--- src/rtl/srtc_pkg.sv ---
// shared types, constants and stream-building functions for the serial rtc port
`timescale 1ns / 1ps

package srtc_pkg;

    localparam int STREAM_BITS = 40;

    localparam int STROBE_BIT = 2;
    localparam int CLOCK_BIT  = 1;
    localparam int CMD_LSB    = 3;
    localparam int CMD_WIDTH  = 3;

    localparam logic [CMD_WIDTH-1:0] CMD_SHIFT     = 3'd1;
    localparam logic [CMD_WIDTH-1:0] CMD_TIME_READ = 3'd3;

    localparam logic       ACC_READ    = 1'b0;
    localparam logic       ACC_WRITE   = 1'b1;
    localparam logic [7:0] DATA_SET    = 8'h80;
    localparam logic [7:0] DATA_CLEAR  = 8'h00;

    typedef struct packed {
        logic       command;
        logic [7:0] write_data;
        logic [5:0] second;
        logic [5:0] minute;
        logic [4:0] hour;
        logic [4:0] day_of_month;
        logic [2:0] day_of_week;
        logic [3:0] month;
    } item_t;

    // tens digit of a value below 64, by reciprocal multiply
    function automatic logic [3:0] tens_of(input logic [5:0] v);
        logic [13:0] p;
        p = {8'd0, v} * 14'd205;
        return {1'b0, p[13:11]};
    endfunction

    function automatic logic [3:0] ones_of(input logic [5:0] v);
        logic [5:0] t;
        logic [5:0] r;
        t = {2'd0, tens_of(v)};
        r = v - ((t << 3) + (t << 1));
        return r[3:0];
    endfunction

    // ten nibbles: bcd date and time digits, with weekday and month as raw values; lowest nibble shifted out first
    function automatic logic [STREAM_BITS-1:0] build_stream(input item_t it);
        logic [5:0] hr;
        logic [5:0] dom;
        hr  = {1'b0, it.hour};
        dom = {1'b0, it.day_of_month};
        return {it.month,
                {1'b0, it.day_of_week},
                tens_of(dom), ones_of(dom),
                tens_of(hr), ones_of(hr),
                tens_of(it.minute), ones_of(it.minute),
                tens_of(it.second), ones_of(it.second)};
    endfunction

endpackage

--- src/rtl/srtc_if.sv ---
// valid/ready channel interfaces for access words and result words
`timescale 1ns / 1ps

interface srtc_in_if;
    logic       valid;
    logic       ready;
    logic       command;
    logic [7:0] write_data;
    logic [5:0] second;
    logic [5:0] minute;
    logic [4:0] hour;
    logic [4:0] day_of_month;
    logic [2:0] day_of_week;
    logic [3:0] month;

    modport source (
        output valid, command, write_data, second, minute, hour,
               day_of_month, day_of_week, month,
        input  ready
    );
    modport sink (
        input  valid, command, write_data, second, minute, hour,
               day_of_month, day_of_week, month,
        output ready
    );
endinterface

interface srtc_out_if;
    logic       valid;
    logic       ready;
    logic [7:0] read_data;

    modport source (
        output valid, read_data,
        input  ready
    );
    modport sink (
        input  valid, read_data,
        output ready
    );
endinterface

--- src/rtl/srtc_core.sv ---
// chip state: strobe/clock edge detect, command latch and time stream shifter
`timescale 1ns / 1ps

module srtc_core (
    input  logic                clk,
    input  logic                rst_n,
    input  logic                fire,
    input  srtc_pkg::item_t     item,
    output logic [7:0]          read_data
);

    logic                                last_strobe_reg;
    logic                                last_strobe_next;
    logic                                last_clock_reg;
    logic                                last_clock_next;
    logic [srtc_pkg::CMD_WIDTH-1:0]      chip_cmd_reg;
    logic [srtc_pkg::CMD_WIDTH-1:0]      chip_cmd_next;
    logic                                data_bit_reg;
    logic                                data_bit_next;
    logic [srtc_pkg::STREAM_BITS-1:0]    stream_reg;
    logic [srtc_pkg::STREAM_BITS-1:0]    stream_next;

    logic strobe;
    logic clock;

    assign strobe = item.write_data[srtc_pkg::STROBE_BIT];
    assign clock  = item.write_data[srtc_pkg::CLOCK_BIT];

    always_comb
    begin
        last_strobe_next = last_strobe_reg;
        last_clock_next  = last_clock_reg;
        chip_cmd_next    = chip_cmd_reg;
        data_bit_next    = data_bit_reg;
        stream_next      = stream_reg;
        if (fire && item.command == srtc_pkg::ACC_WRITE)
        begin
            if (strobe && !last_strobe_reg)
            begin
                chip_cmd_next = item.write_data[srtc_pkg::CMD_LSB +: srtc_pkg::CMD_WIDTH];
                if (chip_cmd_next == srtc_pkg::CMD_TIME_READ)
                begin
                    stream_next   = srtc_pkg::build_stream(item);
                    data_bit_next = stream_next[0];
                end
            end
            // zero fill makes the bit past the end read as 0
            if (clock && !last_clock_reg &&
                (chip_cmd_next inside {srtc_pkg::CMD_SHIFT, srtc_pkg::CMD_TIME_READ}))
            begin
                stream_next   = {1'b0, stream_next[srtc_pkg::STREAM_BITS-1:1]};
                data_bit_next = stream_next[0];
            end
            last_strobe_next = strobe;
            last_clock_next  = clock;
        end
    end

    assign read_data = data_bit_next ? srtc_pkg::DATA_SET : srtc_pkg::DATA_CLEAR;

    always_ff @(posedge clk or negedge rst_n)
    begin
        if (!rst_n)
        begin
            last_strobe_reg <= 1'b0;
            last_clock_reg  <= 1'b0;
            chip_cmd_reg    <= '0;
            data_bit_reg    <= 1'b0;
            stream_reg      <= '0;
        end
        else
        begin
            last_strobe_reg <= last_strobe_next;
            last_clock_reg  <= last_clock_next;
            chip_cmd_reg    <= chip_cmd_next;
            data_bit_reg    <= data_bit_next;
            stream_reg      <= stream_next;
        end
    end

`ifndef NO_ASSERTIONS
    a_idle_holds: assert property (@(posedge clk) disable iff (!rst_n)
        !fire |=> $stable(stream_reg) && $stable(data_bit_reg) && $stable(chip_cmd_reg))
        else $error("chip state changed without an access word");

    a_read_holds: assert property (@(posedge clk) disable iff (!rst_n)
        fire && item.command == srtc_pkg::ACC_READ
        |=> $stable(stream_reg) && $stable(data_bit_reg) && $stable(last_clock_reg))
        else $error("read access changed chip state");

    a_shift_bit: assert property (@(posedge clk) disable iff (!rst_n)
        fire && item.command == srtc_pkg::ACC_WRITE && clock && !last_clock_reg
        && !(strobe && !last_strobe_reg) && chip_cmd_reg == srtc_pkg::CMD_SHIFT
        |=> data_bit_reg == $past(stream_reg[1]))
        else $error("shift did not present the next stream bit");
`endif

endmodule

--- src/rtl/serial_rtc_bit_shift_port_top.sv ---
// path: an accepted word is held in the input register; its result is then loaded into the
// result register when that register is empty or its result is being taken
// throughput: one access word per cycle, limited only by the result handshake
// each word is processed by short combinational logic between the two registers
// reset: asynchronous, clears pipeline valids, chip command, edge history and the
// 40-bit time stream to zeros; the first word may be accepted right after reset
`timescale 1ns / 1ps

module serial_rtc_bit_shift_port_top (
    input  logic         clk,
    input  logic         rst_n,
    srtc_in_if.sink      req,
    srtc_out_if.source   rsp
);

    logic              s1_valid_reg;
    logic              s1_valid_next;
    srtc_pkg::item_t   s1_item_reg;
    logic              out_valid_reg;
    logic              out_valid_next;
    logic [7:0]        read_data_reg;
    logic [7:0]        core_read_data;

    logic adv;
    logic fire;
    logic take;

    assign adv  = !out_valid_reg || rsp.ready;
    assign fire = s1_valid_reg && adv;
    assign req.ready = !s1_valid_reg || adv;
    assign take = req.valid && req.ready;

    assign s1_valid_next  = take ? 1'b1 : (fire ? 1'b0 : s1_valid_reg);
    assign out_valid_next = fire ? 1'b1 : (rsp.ready ? 1'b0 : out_valid_reg);

    srtc_core u_core (
        .clk       (clk),
        .rst_n     (rst_n),
        .fire      (fire),
        .item      (s1_item_reg),
        .read_data (core_read_data)
    );

    always_ff @(posedge clk or negedge rst_n)
    begin
        if (!rst_n)
        begin
            s1_valid_reg  <= 1'b0;
            out_valid_reg <= 1'b0;
        end
        else
        begin
            s1_valid_reg  <= s1_valid_next;
            out_valid_reg <= out_valid_next;
        end
    end

    always_ff @(posedge clk)
    begin
        if (take)
        begin
            s1_item_reg.command      <= req.command;
            s1_item_reg.write_data   <= req.write_data;
            s1_item_reg.second       <= req.second;
            s1_item_reg.minute       <= req.minute;
            s1_item_reg.hour         <= req.hour;
            s1_item_reg.day_of_month <= req.day_of_month;
            s1_item_reg.day_of_week  <= req.day_of_week;
            s1_item_reg.month        <= req.month;
        end
        if (fire)
        begin
            read_data_reg <= core_read_data;
        end
    end

    assign rsp.valid     = out_valid_reg;
    assign rsp.read_data = read_data_reg;

`ifndef NO_ASSERTIONS
    a_fire_fills_out: assert property (@(posedge clk) disable iff (!rst_n)
        fire |=> out_valid_reg)
        else $error("processed word did not reach the result register");

    a_data_form: assert property (@(posedge clk) disable iff (!rst_n)
        out_valid_reg |-> read_data_reg[6:0] == 7'd0)
        else $error("result word has bits other than the data bit");

    a_no_overrun: assert property (@(posedge clk) disable iff (!rst_n)
        s1_valid_reg && !adv |=> s1_valid_reg && $stable(s1_item_reg))
        else $error("input register lost a word while stalled");
`endif

endmodule
--- src/flat_wrapper.sv ---
// flat-port wrapper written by rule: the top's interface ports become plain ports
module serial_rtc_bit_shift_port_top_flat 
  (clk, rst_n, req_valid, req_command, req_write_data, req_second, req_minute, req_hour, req_day_of_month, req_day_of_week, req_month, req_ready, rsp_valid, rsp_read_data, rsp_ready);
  srtc_in_if req_i ();
  srtc_out_if rsp_i ();
  input  logic clk;
  input  logic rst_n;
  input wire logic [$bits(req_i.valid)-1:0] req_valid;
  input wire logic [$bits(req_i.command)-1:0] req_command;
  input wire logic [$bits(req_i.write_data)-1:0] req_write_data;
  input wire logic [$bits(req_i.second)-1:0] req_second;
  input wire logic [$bits(req_i.minute)-1:0] req_minute;
  input wire logic [$bits(req_i.hour)-1:0] req_hour;
  input wire logic [$bits(req_i.day_of_month)-1:0] req_day_of_month;
  input wire logic [$bits(req_i.day_of_week)-1:0] req_day_of_week;
  input wire logic [$bits(req_i.month)-1:0] req_month;
  output wire logic [$bits(req_i.ready)-1:0] req_ready;
  output wire logic [$bits(rsp_i.valid)-1:0] rsp_valid;
  output wire logic [$bits(rsp_i.read_data)-1:0] rsp_read_data;
  input wire logic [$bits(rsp_i.ready)-1:0] rsp_ready;
  assign req_i.valid = req_valid;
  assign req_i.command = req_command;
  assign req_i.write_data = req_write_data;
  assign req_i.second = req_second;
  assign req_i.minute = req_minute;
  assign req_i.hour = req_hour;
  assign req_i.day_of_month = req_day_of_month;
  assign req_i.day_of_week = req_day_of_week;
  assign req_i.month = req_month;
  assign req_ready = req_i.ready;
  assign rsp_valid = rsp_i.valid;
  assign rsp_read_data = rsp_i.read_data;
  assign rsp_i.ready = rsp_ready;
  serial_rtc_bit_shift_port_top u_core (.clk(clk), .rst_n(rst_n), .req(req_i), .rsp(rsp_i));
endmodule
--- config.mk ---
export PLATFORM = sky130hd
export DESIGN_NAME = serial_rtc_bit_shift_port_top_flat
export DESIGN_NICKNAME = d
export VERILOG_FILES = /design/src/rtl/srtc_pkg.sv /design/src/rtl/srtc_if.sv /design/src/rtl/srtc_core.sv /design/src/rtl/serial_rtc_bit_shift_port_top.sv /design/src/flat_wrapper.sv
export SDC_FILE = /design/constraint.sdc
export NUM_CORES = 1
export LEC_CHECK = 0
export ABC_AREA = 0
export BUFFER_PORTS_ARGS = -buffer_cell sky130_fd_sc_hd__buf_2
export CAP_MARGIN = 0
export CORE_MARGIN = 4
export CORE_UTILIZATION = 46
export CTS_CLUSTER_SIZE = 25
export DETAILED_ROUTE_END_ITERATION = 10
export PLACE_DENSITY_LB_ADDON = 0.1
export SETUP_SLACK_MARGIN = 0.02
export SKIP_LAST_GASP = 1
export SLEW_MARGIN = 20
export SYNTH_ARGS = -nofsm -noshare
export SYNTH_HDL_FRONTEND = slang
export SYNTH_HIERARCHICAL = 1
export SYNTH_SLANG_ARGS = --single-unit
--- constraint.sdc ---
create_clock -name clk -period 5.83 [get_ports clk]
set_input_delay 0.2915 -clock clk [delete_from_list [all_inputs] [get_ports clk]]
set_output_delay 0.2915 -clock clk [all_outputs]
set_load 0.01 [all_outputs]
# Yosys cells after proc, flatten, opt, wreduce, memory -nomap -nowiden
# Index checks and enable logic that the tools add are counted.
totals:
  wordCells: 60
  reg_bits: 91
  rom_bits: 0
  in_bits: 42
  out_inout_bits: 10
  mem_count: 0
  mem_bits_rw: 0
  latchBits: 0
classes:
  n_mul: 4
  magnitude_cmp: 0
  eq_ne: 3
  addsub: 8
  shift: 0
  div: 0
  n_reduce_logical: 15
  mux: 14
  bitwise: 0
ops:
  columns: ["op", "n"]
  rows:
  - ["$mux 40", 3]
  - ["$mul 6x8->14 const B", 2]
  - ["$mul 5x8->13 const B", 2]
  - ["$sub 4x4->4", 4]
  - ["$add 4x3->4", 2]
  - ["$add 4x4->4", 2]
  - ["$mux 1", 8]
  - ["$mux 8", 1]
  - ["$eq 3x2->1 const B", 2]
  - ["$logic_and 1x1->1", 6]
  - ["$mux 3", 2]
  - ["$reduce_bool 2->1", 3]
  - ["$logic_not 1->1", 4]
  - ["$eq 3x1->1 const B", 1]
  - ["$logic_or 1x1->1", 2]

# Logic depth before layout (Yosys ltp)
depth:
  ltp_word: 11
  ltp_mapped: 21

# By module
# Netlist, hierarchy kept.
modules_own_cells:
  columns: ["module", "area_each_um2", "cells_per_inst", "n_inst", "seq_area_each_um2"]
  rows:
  - ["srtc_core", 4989.8, 545, 1, 1101.1]
  - ["serial_rtc_bit_shift_port_top", 1485.2, 54, 1, 1431.4]

# Least setup slack after synthesis
# Ideal clock, no wire load.
synth_path:
  kind: "reg-to-reg"
  from: "register u_core/s1_item_reg[24] in the netlist's numbering"
  to: "register u_core/u_core/stream_reg[3] in the netlist's numbering"
  synth_period_minus_slack_ns: 4.211
  setup_time_ns: 0.104
  required_ns: 5.726
  arrival_ns: 4.107
  path_slack_ns: 1.619
  path_stages_with_launch: 19
  path_cell_list: "edfxtp_1 ha_1 inv_1 fa_1 fa_1 ha_1 a211oi_1 nand2_1 o211ai_2 nand2_1 xor2_1 ha_1 or3b_1 o31ai_1 a31o_1 a311oi_2 xnor2_1 xnor2_1 a221oi_1"
synth_via:
  elab_chain_cells: 6
synth_rtl:
  columns: ["item", "line_no", "source"]
  rows:
  - ["start, declared", "serial_rtc_bit_shift_port_top.sv:18", "srtc_pkg::item_t s1_item_reg;"]
  - ["$mul 6x8->14", "srtc_pkg.sv:35", "p = {8'd0, v} * 14'd205;"]
  - ["$add 4x4->4", "srtc_pkg.sv:43", "r = v - ((t << 3) + (t << 1));"]
  - ["$sub 4x4->4", "srtc_pkg.sv:43", null]
  - ["$mux 40 *", "srtc_core.sv:41", "if (chip_cmd_next == srtc_pkg::CMD_TIME_READ)"]
  - ["$mux 40 *", "srtc_core.sv:38", "if (strobe && !last_strobe_reg)"]
  - ["$mux 40 *", "srtc_core.sv:48", "if (clock && !last_clock_reg &&"]
  - ["end signal, assigned", "srtc_core.sv:77", "stream_reg <= stream_next;"]
  - ["end, declared", "srtc_core.sv:20", "logic [srtc_pkg::STREAM_BITS-1:0] stream_reg;"]
# Every way passes the cells marked *; elsewhere a longest branch is shown, timed or not. The select of a mux whose other input is x is not followed.
# A chain may end at the register's enable or synchronous reset.

# Worst setup path in the final report
layout_path:
  from: "register u_core/s1_item_reg[27] in the netlist's numbering"
  to: "register u_core/u_core/stream_reg[3] in the netlist's numbering"
layout_via:
  elab_chain_cells: 6
layout_rtl:
  columns: ["item", "line_no"]
  rows:
  - ["$mul 6x8->14 *", "srtc_pkg.sv:35"]
  - ["$add 4x4->4", "srtc_pkg.sv:43"]
  - ["$sub 4x4->4", "srtc_pkg.sv:43"]
  - ["$mux 40 *", "srtc_core.sv:41"]
  - ["$mux 40 *", "srtc_core.sv:38"]
  - ["$mux 40 *", "srtc_core.sv:48"]
# Marked as above.

==> results_dict.tcl <==
set metrics [dict create \
    firstDrtPassIters 4 \
    crit_chain "inv_1 > ha_1 > inv_1 > fa_1 > fa_1 > ha_1 > a211oi_1 > nand2_1 > o211ai_2 > nand2_1 > xor2_1 > ha_1 > or3b_1 > o31ai_1 > a31o_1 > a311oi_2 > xnor2_1 > xnor2_1 > a221oi_1" \
    synthesis.area_um2 6380 \
    slew_headroom_pct 31.3 \
    power_density_nw_per_um2 316 \
    worstPathRequired_ns 6.06 \
    clk_pin_slew_worst_paths_ns 0.07 \
    setup.worst_path.end_class "flop" \
    rows 42 \
    maxSlewViolCount 0 \
    clock_sinks 89 \
    crit_buf_inv 2 \
    critPathTopFamily "adder cells" \
    postCtsSetupBuffers 0 \
    cp-start-kind "flop" \
    final_cell_count_no_fill 821 \
    die_area_um2 15800 \
    numPlacedInstances 805 \
    routed_wl_mm 12.5 \
    die_width_um 126 \
    fin_worst_skew_ns 0.00945 \
    avgSynthCellArea_um2 10.7 \
    reg2regPathDepth 19 \
    tightest_slew_ns 1.03 \
    post_cts_resized 0 \
    dpl_cell_area_um2 6770 \
    hold_violations 0 \
    vias_per_cell 5.39 \
    cts_buffers 9 \
    grt_pass1_vias 4644 \
    pin_count 52 \
    fin_crit_sh_pct 80.3 \
    grt_max_degree 47 \
    cts_tree "yes" \
    cts-hold-fix-buffers 0 \
    worst_skew_pair.late_latency_ns 0.34 \
    n_fill_cell 1216 \
    nNetsFinal 804 \
    ir_worst_vdd_mv 0.206 \
    worstPathArrival_ns 4.91 \
    hold_path_class "in -> async" \
    reg2reg_to "u_core/u_core/stream_reg[3]" \
    cts-root-buf "clkbuf_16" \
    cpMaxStageDelayCell "fa_1" \
    vias 4424 \
    worst_r2r_startpoint "u_core/s1_item_reg[27]" \
    cp_max_fo 4 \
    detail-route-antenna-nets 0 \
    largest_reg_flops 39 \
    crit_type "reg -> reg" \
    power_mw 2.25 \
    final_core_util_pct 53.0 \
    crit_top_cell "ha_1" \
    drc 0 \
    fmax_ghz 0.214 \
    crit_start "u_core/s1_item_reg[27]" \
    fin_area_um2 7100 \
    core_area_um2 13400 \
    gp_congestion 0.805 \
    io_buffers 48 \
    p_leak_nw 3.35 \
    fin_crit_ns 4.68 \
    yosysWarnings 6 \
    antenna_found_initial 0 \
    worst_slack_ns 1.15 \
    grt_pass1_wl_mm 21.6 \
    syn_to_final_growth_pct 11.2 \
    die_h_um 126 \
    outcome "completed" \
    htreeDepth 3 \
    cts_buffer_depth 2 \
    diodes 0 \
    dp_hpwl_mm 9.31 \
    synth_cells 596 \
    timing.hold.ws_ns 0.0441 \
    drt_iter0_drc 268 \
    drive_above_1_share_pct 15.2 \
    place_ws_ns 1.15 \
    maxCapViolCount 0 \
    grt_util_all_layers_pct 16.4 \
    start_util_pct 47.6 \
    fin_tns_setup_ns 0 \
    globalRouteOverflowTotal 0 \
    wl_per_cell_um 15.3 \
    setup_viol 0 \
    max_stage_delay_ns 0.48 \
    rsz0062_at_grt "no" \
    r2r_slack_ns 1.15 \
]
worst reg2reg max path, cell delays in order (launching register included):
cell	delay, ns
edfxtp_1	0.41
inv_1	0.08
ha_1	0.29
inv_1	0.07
fa_1	0.44
fa_1	0.48
ha_1	0.35
a211oi_1	0.28
nand2_1	0.16
o211ai_2	0.21
nand2_1	0.09
xor2_1	0.19
ha_1	0.28
or3b_1	0.19
o31ai_1	0.07
a31o_1	0.19
a311oi_2	0.24
xnor2_1	0.17
xnor2_1	0.12
a221oi_1	0.25
per-layer routing:
| layer | GRT usage, % | vias up | part of all wire (%) |
|---|---|---|---|
| met1 | 22.4 | 2112 | 46 |
| met5 | 0 | - | 0 |
| li1 | - | 2217 | - |
| met3 | 2.58 | 12 | 3.7 |
| met4 | 4.79 | 0 | 1.1 |
| met2 | 27.3 | 83 | 49 |
how the worst max path moves through the flow:
stage | end | slack, ns | depth (start not counted)
floorplan | u_core/u_core/stream_reg[3] | 1.62 | 18
global placement | u_core/u_core/stream_reg[3] | 1.25 | 19
detailed placement | u_core/u_core/stream_reg[3] | 1.15 | 19
CTS | u_core/u_core/stream_reg[3] | 1.12 | 19
global route | u_core/u_core/stream_reg[3] | 0.80 | 19
finish | u_core/u_core/stream_reg[3] | 1.15 | 19
area by class of cell:
class	instances	area, µm²	share of cell area [%]
Clock inverter	7	100	1.41
Tap cell	176	220	3.10
Inverter	59	221	3.12
Clock buffer	9	225	3.17
Multi-Input combinational cell	428	3610	50.9
Sequential cell	89	2440	34.4
Timing Repair Buffer	53	278	3.91
power by group:
| group | switching (mW) | internal, mW | leakage (nW) |
|---|---|---|---|
| clock network | 0.245 | 0.380 | 0.162 |
| logic | 0.407 | 0.340 | 2.18 |
| registers | 0.0777 | 0.797 | 1.00 |
| total | 0.729 | 1.52 | 3.35 |
placed cells by master, fill, tap and decap left out, types with 5 or more instances in the layout:
cell type  instances
a22oi_1            5
conb_1             7
inv_1             59
o21ai_0           29
nand2_1           55
a21oi_1           33
nor2_1            29
o22ai_1           13
nor3_1             7
a211oi_1           6
and2_1             5
ha_1             106
edfxtp_1          43
buf_2             48
xor2_1            13
dfrtp_1           46
xnor2_1           11
clkbuf_16          9
fa_1              16
a22o_1             8
buf_4              5
Power figures use the tool's default switching activity.
